===== config.mk =====
export PLATFORM = sky130hd
export DESIGN_NAME = sleep_queue_tick_waker
export DESIGN_NICKNAME = d
export VERILOG_FILES = /design/src/sv/sqtw_pkg.sv /design/src/sv/sleep_queue_tick_waker.sv /design/src/sv/sqtw_ram.sv /design/src/sv/sqtw_ctrl.sv /design/src/sv/sqtw_dp.sv
export SDC_FILE = /design/constraint.sdc
export NUM_CORES = 1
export LEC_CHECK = 0
export ABC_AREA = 1
export BUFFER_PORTS_ARGS = -buffer_cell sky130_fd_sc_hd__buf_2
export CAP_MARGIN = 10
export CORE_ASPECT_RATIO = 0.5
export CORE_MARGIN = 4
export CORE_UTILIZATION = 50
export CTS_CLUSTER_SIZE = 30
export DETAILED_ROUTE_END_ITERATION = 12
export GPL_TIMING_DRIVEN = 0
export HOLD_SLACK_MARGIN = 0.05
export PLACE_DENSITY_LB_ADDON = 0.15
export SKIP_LAST_GASP = 1
export SLEW_MARGIN = 10
export SYNTH_ARGS = -nofsm -noshare
export SYNTH_HDL_FRONTEND = slang
export SYNTH_SLANG_ARGS = --single-unit

===== constraint.sdc =====
create_clock -name clk -period 4.5 [get_ports clk]
set_input_delay 0.225 -clock clk [delete_from_list [all_inputs] [get_ports clk]]
set_output_delay 0.225 -clock clk [all_outputs]
set_load 0.02 [all_outputs]

===== src/sv/sqtw_pkg.sv =====
package sqtw_pkg;

  // Request codes.
  localparam logic REQ_SLEEP = 1'b0;
  localparam logic REQ_TICK  = 1'b1;

  // Result kinds.
  localparam logic [1:0] KIND_WOKEN   = 2'd0;
  localparam logic [1:0] KIND_SUMMARY = 2'd1;
  localparam logic [1:0] KIND_ACCEPT  = 2'd2;
  localparam logic [1:0] KIND_REJECT  = 2'd3;

  typedef struct packed {
    logic        req_type;
    logic [7:0]  thread_id;
    logic [15:0] sleep_ticks;
    logic        cpu_idle;
    logic        future_pending;
  } req_t;

  typedef struct packed {
    logic [1:0] result_kind;
    logic [7:0] woken_id;
    logic       disable_timer;
    logic       yield_on_return;
    logic       last;
  } result_t;

  typedef enum logic [1:0] {
    ST_IDLE,
    ST_SCAN,
    ST_SUMMARY
  } state_t;

  // Commands from the controller to the datapath.
  typedef struct packed {
    logic sleep;
    logic tick_start;
    logic scan;
    logic summary;
  } dp_cmd_t;

  // Status from the datapath to the controller.
  typedef struct packed {
    logic scan_done;
  } dp_stat_t;

endpackage


===== src/sv/sleep_queue_tick_waker.sv =====
// Sleep queue with tick waker: a table of sleeping threads and a tick counter.
// A transaction is accepted at a clock edge where start is high and busy is low;
// its fields arrive on req. A sleep request stores the thread with wake tick
// counter + sleep_ticks and answers with one result in the next cycle; busy
// stays low, so another transaction can follow right after it.
// A tick raises busy until its summary is formed: the stored table is read one
// entry per cycle through its single registered read port, each woken thread
// comes out as a result, and the survivors are written back in order. The
// summary result, marked by last, appears in the cycle busy drops.
// Each result is shown on result for one cycle with result_valid high; the
// receiver cannot stall, so no result waits.
// The preemptive_sched register is written through cfg_we and cfg_wdata.
// Reset clears the counter, empties the table and sets preemptive_sched to 1;
// the table needs no clearing pass because a fill count marks its used part.
module sleep_queue_tick_waker
  import sqtw_pkg::*;
#(
  parameter int MAX_SLEEPERS = 16,
  parameter int TICK_WIDTH   = 32
) (
  input  logic    clk,
  input  logic    rst,
  input  logic    start,
  output logic    busy,
  input  req_t    req,
  input  logic    cfg_we,
  input  logic    cfg_wdata,
  output logic    result_valid,
  output result_t result
);

  dp_cmd_t  cmd;
  dp_stat_t stat;

  // The controller sequences sleep, scan and summary steps.
  sqtw_ctrl u_ctrl (
    .clk      (clk),
    .rst      (rst),
    .start    (start),
    .req_type (req.req_type),
    .stat     (stat),
    .cmd      (cmd),
    .busy     (busy)
  );

  // The datapath holds the counter, the table and the result register.
  sqtw_dp #(
    .MAX_SLEEPERS (MAX_SLEEPERS),
    .TICK_WIDTH   (TICK_WIDTH)
  ) u_dp (
    .clk          (clk),
    .rst          (rst),
    .cmd          (cmd),
    .stat         (stat),
    .req          (req),
    .cfg_we       (cfg_we),
    .cfg_wdata    (cfg_wdata),
    .result_valid (result_valid),
    .result       (result)
  );

endmodule


===== src/sv/sqtw_ram.sv =====
module sqtw_ram #(
  parameter int WIDTH = 40,
  parameter int DEPTH = 16,
  localparam int AW = (DEPTH > 1) ? $clog2(DEPTH) : 1
) (
  input  logic             clk,
  input  logic             we,
  input  logic [AW-1:0]    waddr,
  input  logic [WIDTH-1:0] wdata,
  input  logic [AW-1:0]    raddr,
  output logic [WIDTH-1:0] rdata
);

  logic [WIDTH-1:0] mem [DEPTH];

  always_ff @(posedge clk) begin
    if (we) begin
      mem[waddr] <= wdata;
    end
    rdata <= mem[raddr];
  end

endmodule


===== src/sv/sqtw_ctrl.sv =====
module sqtw_ctrl
  import sqtw_pkg::*;
(
  input  logic     clk,
  input  logic     rst,
  input  logic     start,
  input  logic     req_type,
  input  dp_stat_t stat,
  output dp_cmd_t  cmd,
  output logic     busy
);

  state_t state;
  state_t state_next;

  always_ff @(posedge clk) begin
    if (rst) begin
      state <= ST_IDLE;
    end else begin
      state <= state_next;
    end
  end

  always_comb begin
    state_next = state;
    cmd        = '0;
    busy       = 1'b1;
    unique case (state)
      ST_IDLE: begin
        busy = 1'b0;
        if (start) begin
          if (req_type == REQ_TICK) begin
            cmd.tick_start = 1'b1;
            state_next     = ST_SCAN;
          end else begin
            cmd.sleep = 1'b1;
          end
        end
      end
      ST_SCAN: begin
        cmd.scan = 1'b1;
        if (stat.scan_done) begin
          state_next = ST_SUMMARY;
        end
      end
      ST_SUMMARY: begin
        cmd.summary = 1'b1;
        state_next  = ST_IDLE;
      end
      default: begin
        state_next = ST_IDLE;
      end
    endcase
  end

endmodule


===== src/sv/sqtw_dp.sv =====
module sqtw_dp
  import sqtw_pkg::*;
#(
  parameter int MAX_SLEEPERS = 16,
  parameter int TICK_WIDTH   = 32
) (
  input  logic     clk,
  input  logic     rst,
  input  dp_cmd_t  cmd,
  output dp_stat_t stat,
  input  req_t     req,
  input  logic     cfg_we,
  input  logic     cfg_wdata,
  output logic     result_valid,
  output result_t  result
);

  localparam int CW = $clog2(MAX_SLEEPERS + 1);
  localparam int AW = (MAX_SLEEPERS > 1) ? $clog2(MAX_SLEEPERS) : 1;
  localparam int EW = TICK_WIDTH + 8;

  logic [TICK_WIDTH-1:0] tick_count;
  logic [CW-1:0]         count;
  logic [CW-1:0]         rd_ptr;
  logic [CW-1:0]         wr_ptr;
  logic                  pend;
  logic                  woken;
  logic                  idle_q;
  logic                  fut_q;
  logic                  preempt;

  logic [TICK_WIDTH:0]   wake_sum;
  logic [TICK_WIDTH-1:0] wake_new;
  logic [TICK_WIDTH-1:0] tick_inc;
  logic                  full;
  logic [EW-1:0]         rd_data;
  logic [TICK_WIDTH-1:0] rd_wake;
  logic [7:0]            rd_id;
  logic                  wakes;
  logic                  ram_we;
  logic [AW-1:0]         ram_waddr;
  logic [EW-1:0]         ram_wdata;

  // Wake tick saturates at the counter maximum.
  assign wake_sum = {1'b0, tick_count} + {{(TICK_WIDTH + 1 - 16){1'b0}}, req.sleep_ticks};
  assign wake_new = wake_sum[TICK_WIDTH] ? {TICK_WIDTH{1'b1}} : wake_sum[TICK_WIDTH-1:0];
  assign tick_inc = (tick_count == {TICK_WIDTH{1'b1}}) ? tick_count
                                                       : tick_count + TICK_WIDTH'(1);
  assign full     = (count == CW'(MAX_SLEEPERS));

  assign rd_wake  = rd_data[EW-1:8];
  assign rd_id    = rd_data[7:0];
  assign wakes    = (rd_wake <= tick_count);

  // Survivors of a scan are written back compacted; a new sleeper goes to the end.
  assign ram_we    = (cmd.sleep && !full) || (cmd.scan && pend && !wakes);
  assign ram_waddr = cmd.sleep ? count[AW-1:0] : wr_ptr[AW-1:0];
  assign ram_wdata = cmd.sleep ? {wake_new, req.thread_id} : rd_data;

  assign stat.scan_done = (rd_ptr == count) && !pend;

  sqtw_ram #(
    .WIDTH (EW),
    .DEPTH (MAX_SLEEPERS)
  ) u_table (
    .clk   (clk),
    .we    (ram_we),
    .waddr (ram_waddr),
    .wdata (ram_wdata),
    .raddr (rd_ptr[AW-1:0]),
    .rdata (rd_data)
  );

  always_ff @(posedge clk) begin
    if (rst) begin
      tick_count   <= '0;
      count        <= '0;
      pend         <= 1'b0;
      woken        <= 1'b0;
      preempt      <= 1'b1;
      result_valid <= 1'b0;
    end else begin
      result_valid <= 1'b0;
      if (cfg_we) begin
        preempt <= cfg_wdata;
      end
      if (cmd.sleep) begin
        result_valid           <= 1'b1;
        result.disable_timer   <= 1'b0;
        result.yield_on_return <= 1'b0;
        result.last            <= 1'b1;
        if (full) begin
          result.result_kind <= KIND_REJECT;
          result.woken_id    <= '0;
        end else begin
          result.result_kind <= KIND_ACCEPT;
          result.woken_id    <= req.thread_id;
          count              <= count + CW'(1);
        end
      end
      if (cmd.tick_start) begin
        tick_count <= tick_inc;
        rd_ptr     <= '0;
        wr_ptr     <= '0;
        pend       <= 1'b0;
        woken      <= 1'b0;
        idle_q     <= req.cpu_idle;
        fut_q      <= req.future_pending;
      end
      if (cmd.scan) begin
        pend <= (rd_ptr != count);
        if (rd_ptr != count) begin
          rd_ptr <= rd_ptr + CW'(1);
        end
        if (pend) begin
          if (wakes) begin
            woken                  <= 1'b1;
            result_valid           <= 1'b1;
            result.result_kind     <= KIND_WOKEN;
            result.woken_id        <= rd_id;
            result.disable_timer   <= 1'b0;
            result.yield_on_return <= 1'b0;
            result.last            <= 1'b0;
          end else begin
            wr_ptr <= wr_ptr + CW'(1);
          end
        end
      end
      if (cmd.summary) begin
        count              <= wr_ptr;
        result_valid       <= 1'b1;
        result.result_kind <= KIND_SUMMARY;
        result.woken_id    <= '0;
        result.last        <= 1'b1;
        if (idle_q && !woken && (wr_ptr == '0)) begin
          result.disable_timer   <= !fut_q;
          result.yield_on_return <= 1'b0;
        end else begin
          result.disable_timer   <= 1'b0;
          result.yield_on_return <= preempt;
        end
      end
    end
  end

endmodule


==> impl_results.md <==
* Core area at 63300 um2
* Post-Synth Adder-Cell Area at 2.17%
* Antenna diodes at 0
* Main flop type after synthesis: edfxtp_1
* Initial Util at 50.7%
* Non-filler cells, final at 3776
* Setup Skew at 0.0249 ns
* Rel. slew slack at 32.3%
* VDD IR max at 228 uV
* CP startpoint kind: register
* Final slew viol count at 0
* Max frequency at 0.242 GHz
* Post-route ant nets at 0
* Leak Pwr at 12.7 nW
* Delay-heaviest family, CP: simple AND/OR/NAND/NOR gates
* Setup WS post-layout at 0.372 ns
* Crit path cell chain: inv_2 -> ha_1 -> nand2_1 -> nor3_1 -> nand2_1 -> nand2_1 -> nand2_1 -> nand2_1 -> nand3_1 -> nand2_1 -> nand2_1 -> nor2_4 -> buf_12
* Initial antenna violation count at 3
* NumNets Final at 2972
* Clock sink total at 748
* Mapped Nets at 2822
* Tmin final at 4.13 ns
* Outcome: completed
* P_sw at 4.57 mW
* Post-synth EDFFs at 665
* # DRC at 0
* Place WS at 0.403 ns
* Worst Setup End Kind: register
* Area Growth Syn to Fin at 13.5%
* Synth top cells by count: edfxtp_1 (665), nor2_1 (486), nand2_1 (360)
* Gr usage total at 27.6%
* Synth top area cells: edfxtp_1 (62%), nor2_1 (5.7%), dfxtp_1 (5.2%)
* Vias at 22700
* CTS Buf Count at 68
* Layout cells sized above 1 at 10.3%
* Final WL at 96500 um
* Worst slew pin tran at 1.02 ns
* Hold Path Class: primary input to register
* Async set or reset register ratio after synthesis at 0%
* Final setup viols at 0
* Crit-path max cell delay at 0.74 ns
* Critical Setup Path Class: register to register
* Area share of the largest cell type after synthesis at 62.2%
* Clock network power share at 35.7%
* Avg WL per Cell at 25.5 um
* Ys Warns at 0
* Req. time, crit path at 4.80 ns
* Largest net degree at the start of global routing at 24
* Comb pwr share at 14.9%
* Final Hold Fails at 0
* Mapped cell area at 32100 um2
* Multi-input gate area at 9570 um2
* Die Area at 68600 um2
* WP buf/inv at 2
* Pwr Density at 459 nW/um2
* Placed insts at 3646
* Vias in the first global route at 21700
* Yosys reg bits at 748
* Yosys cell types at 53
* H-tree levels at 3
* Main combinational cell family by area after synthesis: simple AND/OR/NAND/NOR gates
* Share of total power in sequential cells at 49.4%
* RSZ-0062 raised after global routing: no
* Register area at 21600 um2
* First-pass GRT wire length at 140000 um
* Critical path arrival at 4.43 ns
* Worst-path clk slew at 0.07 ns
* Cell with the most instances after synthesis: edfxtp_1
* Gr ovfl total at 0
* Largest fanout on the critical path at 22
* Hpwl dp at 66800 um
* # Post-CTS Setup Buffers at 0
* First-pass DRT Iterations at 6
* Most frequent CP cell: nand2_1
* Slowest CP cell: nor2_4
* Share of the clock period used by the worst path at 91.7%
* CTS Hold Bufs at 5
* Cell internal pwr at 12.1 mW
* Syn Inst Count at 2735
* Via/cell ratio at 6.01
* DIE WIDTH at 366 um
* CTS tree: built
* IO Port Bufs at 46
* CTS Buffer Depth at 3
* Post-Synth Simple-Gate Area at 13.9%
* Yosys top cell by area: edfxtp_1
* Post-layout total power at 16.7 mW
* Iter 0 DRT Violations at 2753
* Sequential cell area fraction in the yosys report at 67.4%
* DIE HEIGHT at 187 um
* Mux share of post-synthesis cell area at 2.09%
* Routability cong. at 0.902
* Ports at 47
* Post-cts sizing count at 0
* Maxcap violations at 0
* Clock Latency Late Sink at 0.61 ns
* Post-synthesis compound-gate area fraction at 9.76%
* FILL cells at 5147
* Synth Area in XOR/XNOR at 1.26%
* Syn Area/Cell at 11.7 um2
* Root cell of the clock tree: clkbuf_16
* Std cell rows at 65
* Fraction of power spent switching nets at 27.4%
-- power by group through the flow --
| stage | registers [mW] | logic [mW] | clock network, mW |
|---|---|---|---|
| after CTS | 8.25 | 2.43 | 5.99 |
| after floorplan | 8.34 | 1.36 | 0 |
| after global routing | 8.26 | 2.68 | 6.32 |
| final | 8.25 | 2.49 | 5.96 |
| after global placement | 8.41 | 2.27 | 0 |
| after detailed placement | 8.40 | 2.41 | 0 |
-- flip-flops by register name, indices dropped and copies added (netlist names) --
name and cells:
u_ctrl.state 2, u_dp.result_valid 1, u_dp.count 5, u_dp.pend 1, u_dp.tick_count 32, u_dp.u_table.mem 640, u_dp.idle_q 1, u_dp.rd_ptr 5
u_dp.u_table.rdata 40, u_dp.wr_ptr 5, u_dp.woken 1, u_dp.result 13, u_dp.preempt 1, u_dp.fut_q 1
-- layout by cell type (no fill, tap or decap), types with 14 or more instances in the layout --
cell	count
a21oi_1	79
a21oi_2	18
buf_12	17
buf_2	67
clkbuf_1	113
clkbuf_16	72
dfxtp_1	83
edfxtp_1	665
ha_1	54
inv_1	117
mux2i_1	67
nand2_1	360
nand3_1	132
nand4_1	17
nor2_1	471
nor2_4	17
nor3_1	20
o21ai_0	202
o221ai_1	67
o32ai_1	93
xnor2_1	14
xor2_1	32
-- layout make-up --
| cell class | count | share of cell area (%) |
|---|---|---|
| Sequential cell | 748 | 59.4 |
| Multi-Input combinational cell | 1720 | 26.3 |
| Clock buffer | 100 | 5.46 |
| Buffer | 141 | 1.77 |
| Tap cell | 837 | 2.88 |
| Timing Repair Buffer | 80 | 2.18 |
| Inverter | 126 | 1.31 |
| Clock inverter | 24 | 0.759 |
-- routing by layer --
layer	wire, um	track usage [%]	vias up	share of wire [%]
li1	-	-	10200	-
met1	41500	40.4	11100	43
met3	10900	6.92	155	11
met2	41700	41.4	1204	43
met5	0	0	-	0
met4	2340	7.58	0	2.4
-- worst paths after layout --
kind / startpoint / slack [ns] / cells after the start / endpoint
max: u_dp.tick_count[15]$_SDFFE_PP0P_ / 0.37 / 13 / u_dp.u_table.mem[10][16]$_DFFE_PP_
min: req[26] / 0.08 / 5 / u_ctrl.state[1]$_SDFFE_PP0P_
max reg2reg: u_dp.tick_count[15]$_SDFFE_PP0P_ / 0.37 / 13 / u_dp.u_table.mem[10][16]$_DFFE_PP_
min reg2reg: u_dp.pend$_SDFFE_PP0P_ / 0.47 / 2 / u_dp.pend$_SDFFE_PP0P_
-- stage by stage --
step	hold slack [ns]	area [um2]	util, %	setup TNS (ns)
after CTS	0.0558	36400	57.5	0
after detailed placement	0.407	34100	53.8	0
after floorplan	0.324	32100	-	0
final	0.0789	36400	57.6	0
after global placement	0.405	33400	52.8	-1187.11
after global routing	0.128	36400	57.6	0
-- logic make-up (layout without fill, tap and decap cells) --
group                    after synthesis  after routing
multiplexers                          67             67
adder cells (fa/ha/maj)               55             55
XOR/XNOR                              46             46
AO/OA/AOI/OAI                        492            492
flip-flops                           748            748
buffers and inverters                267            471
AND/OR/NAND/NOR                     1060           1060
-- worst reg2reg max path, stage by stage (launching register included) --
cell,delay [ns]
dfxtp_1,0.48
inv_2,0.14
ha_1,0.32
nand2_1,0.08
nor3_1,0.34
nand2_1,0.10
nand2_1,0.09
nand2_1,0.08
nand2_1,0.21
nand3_1,0.38
nand2_1,0.29
nand2_1,0.29
nor2_4,0.74
buf_12,0.28
(Power assumes the default switching activity.)
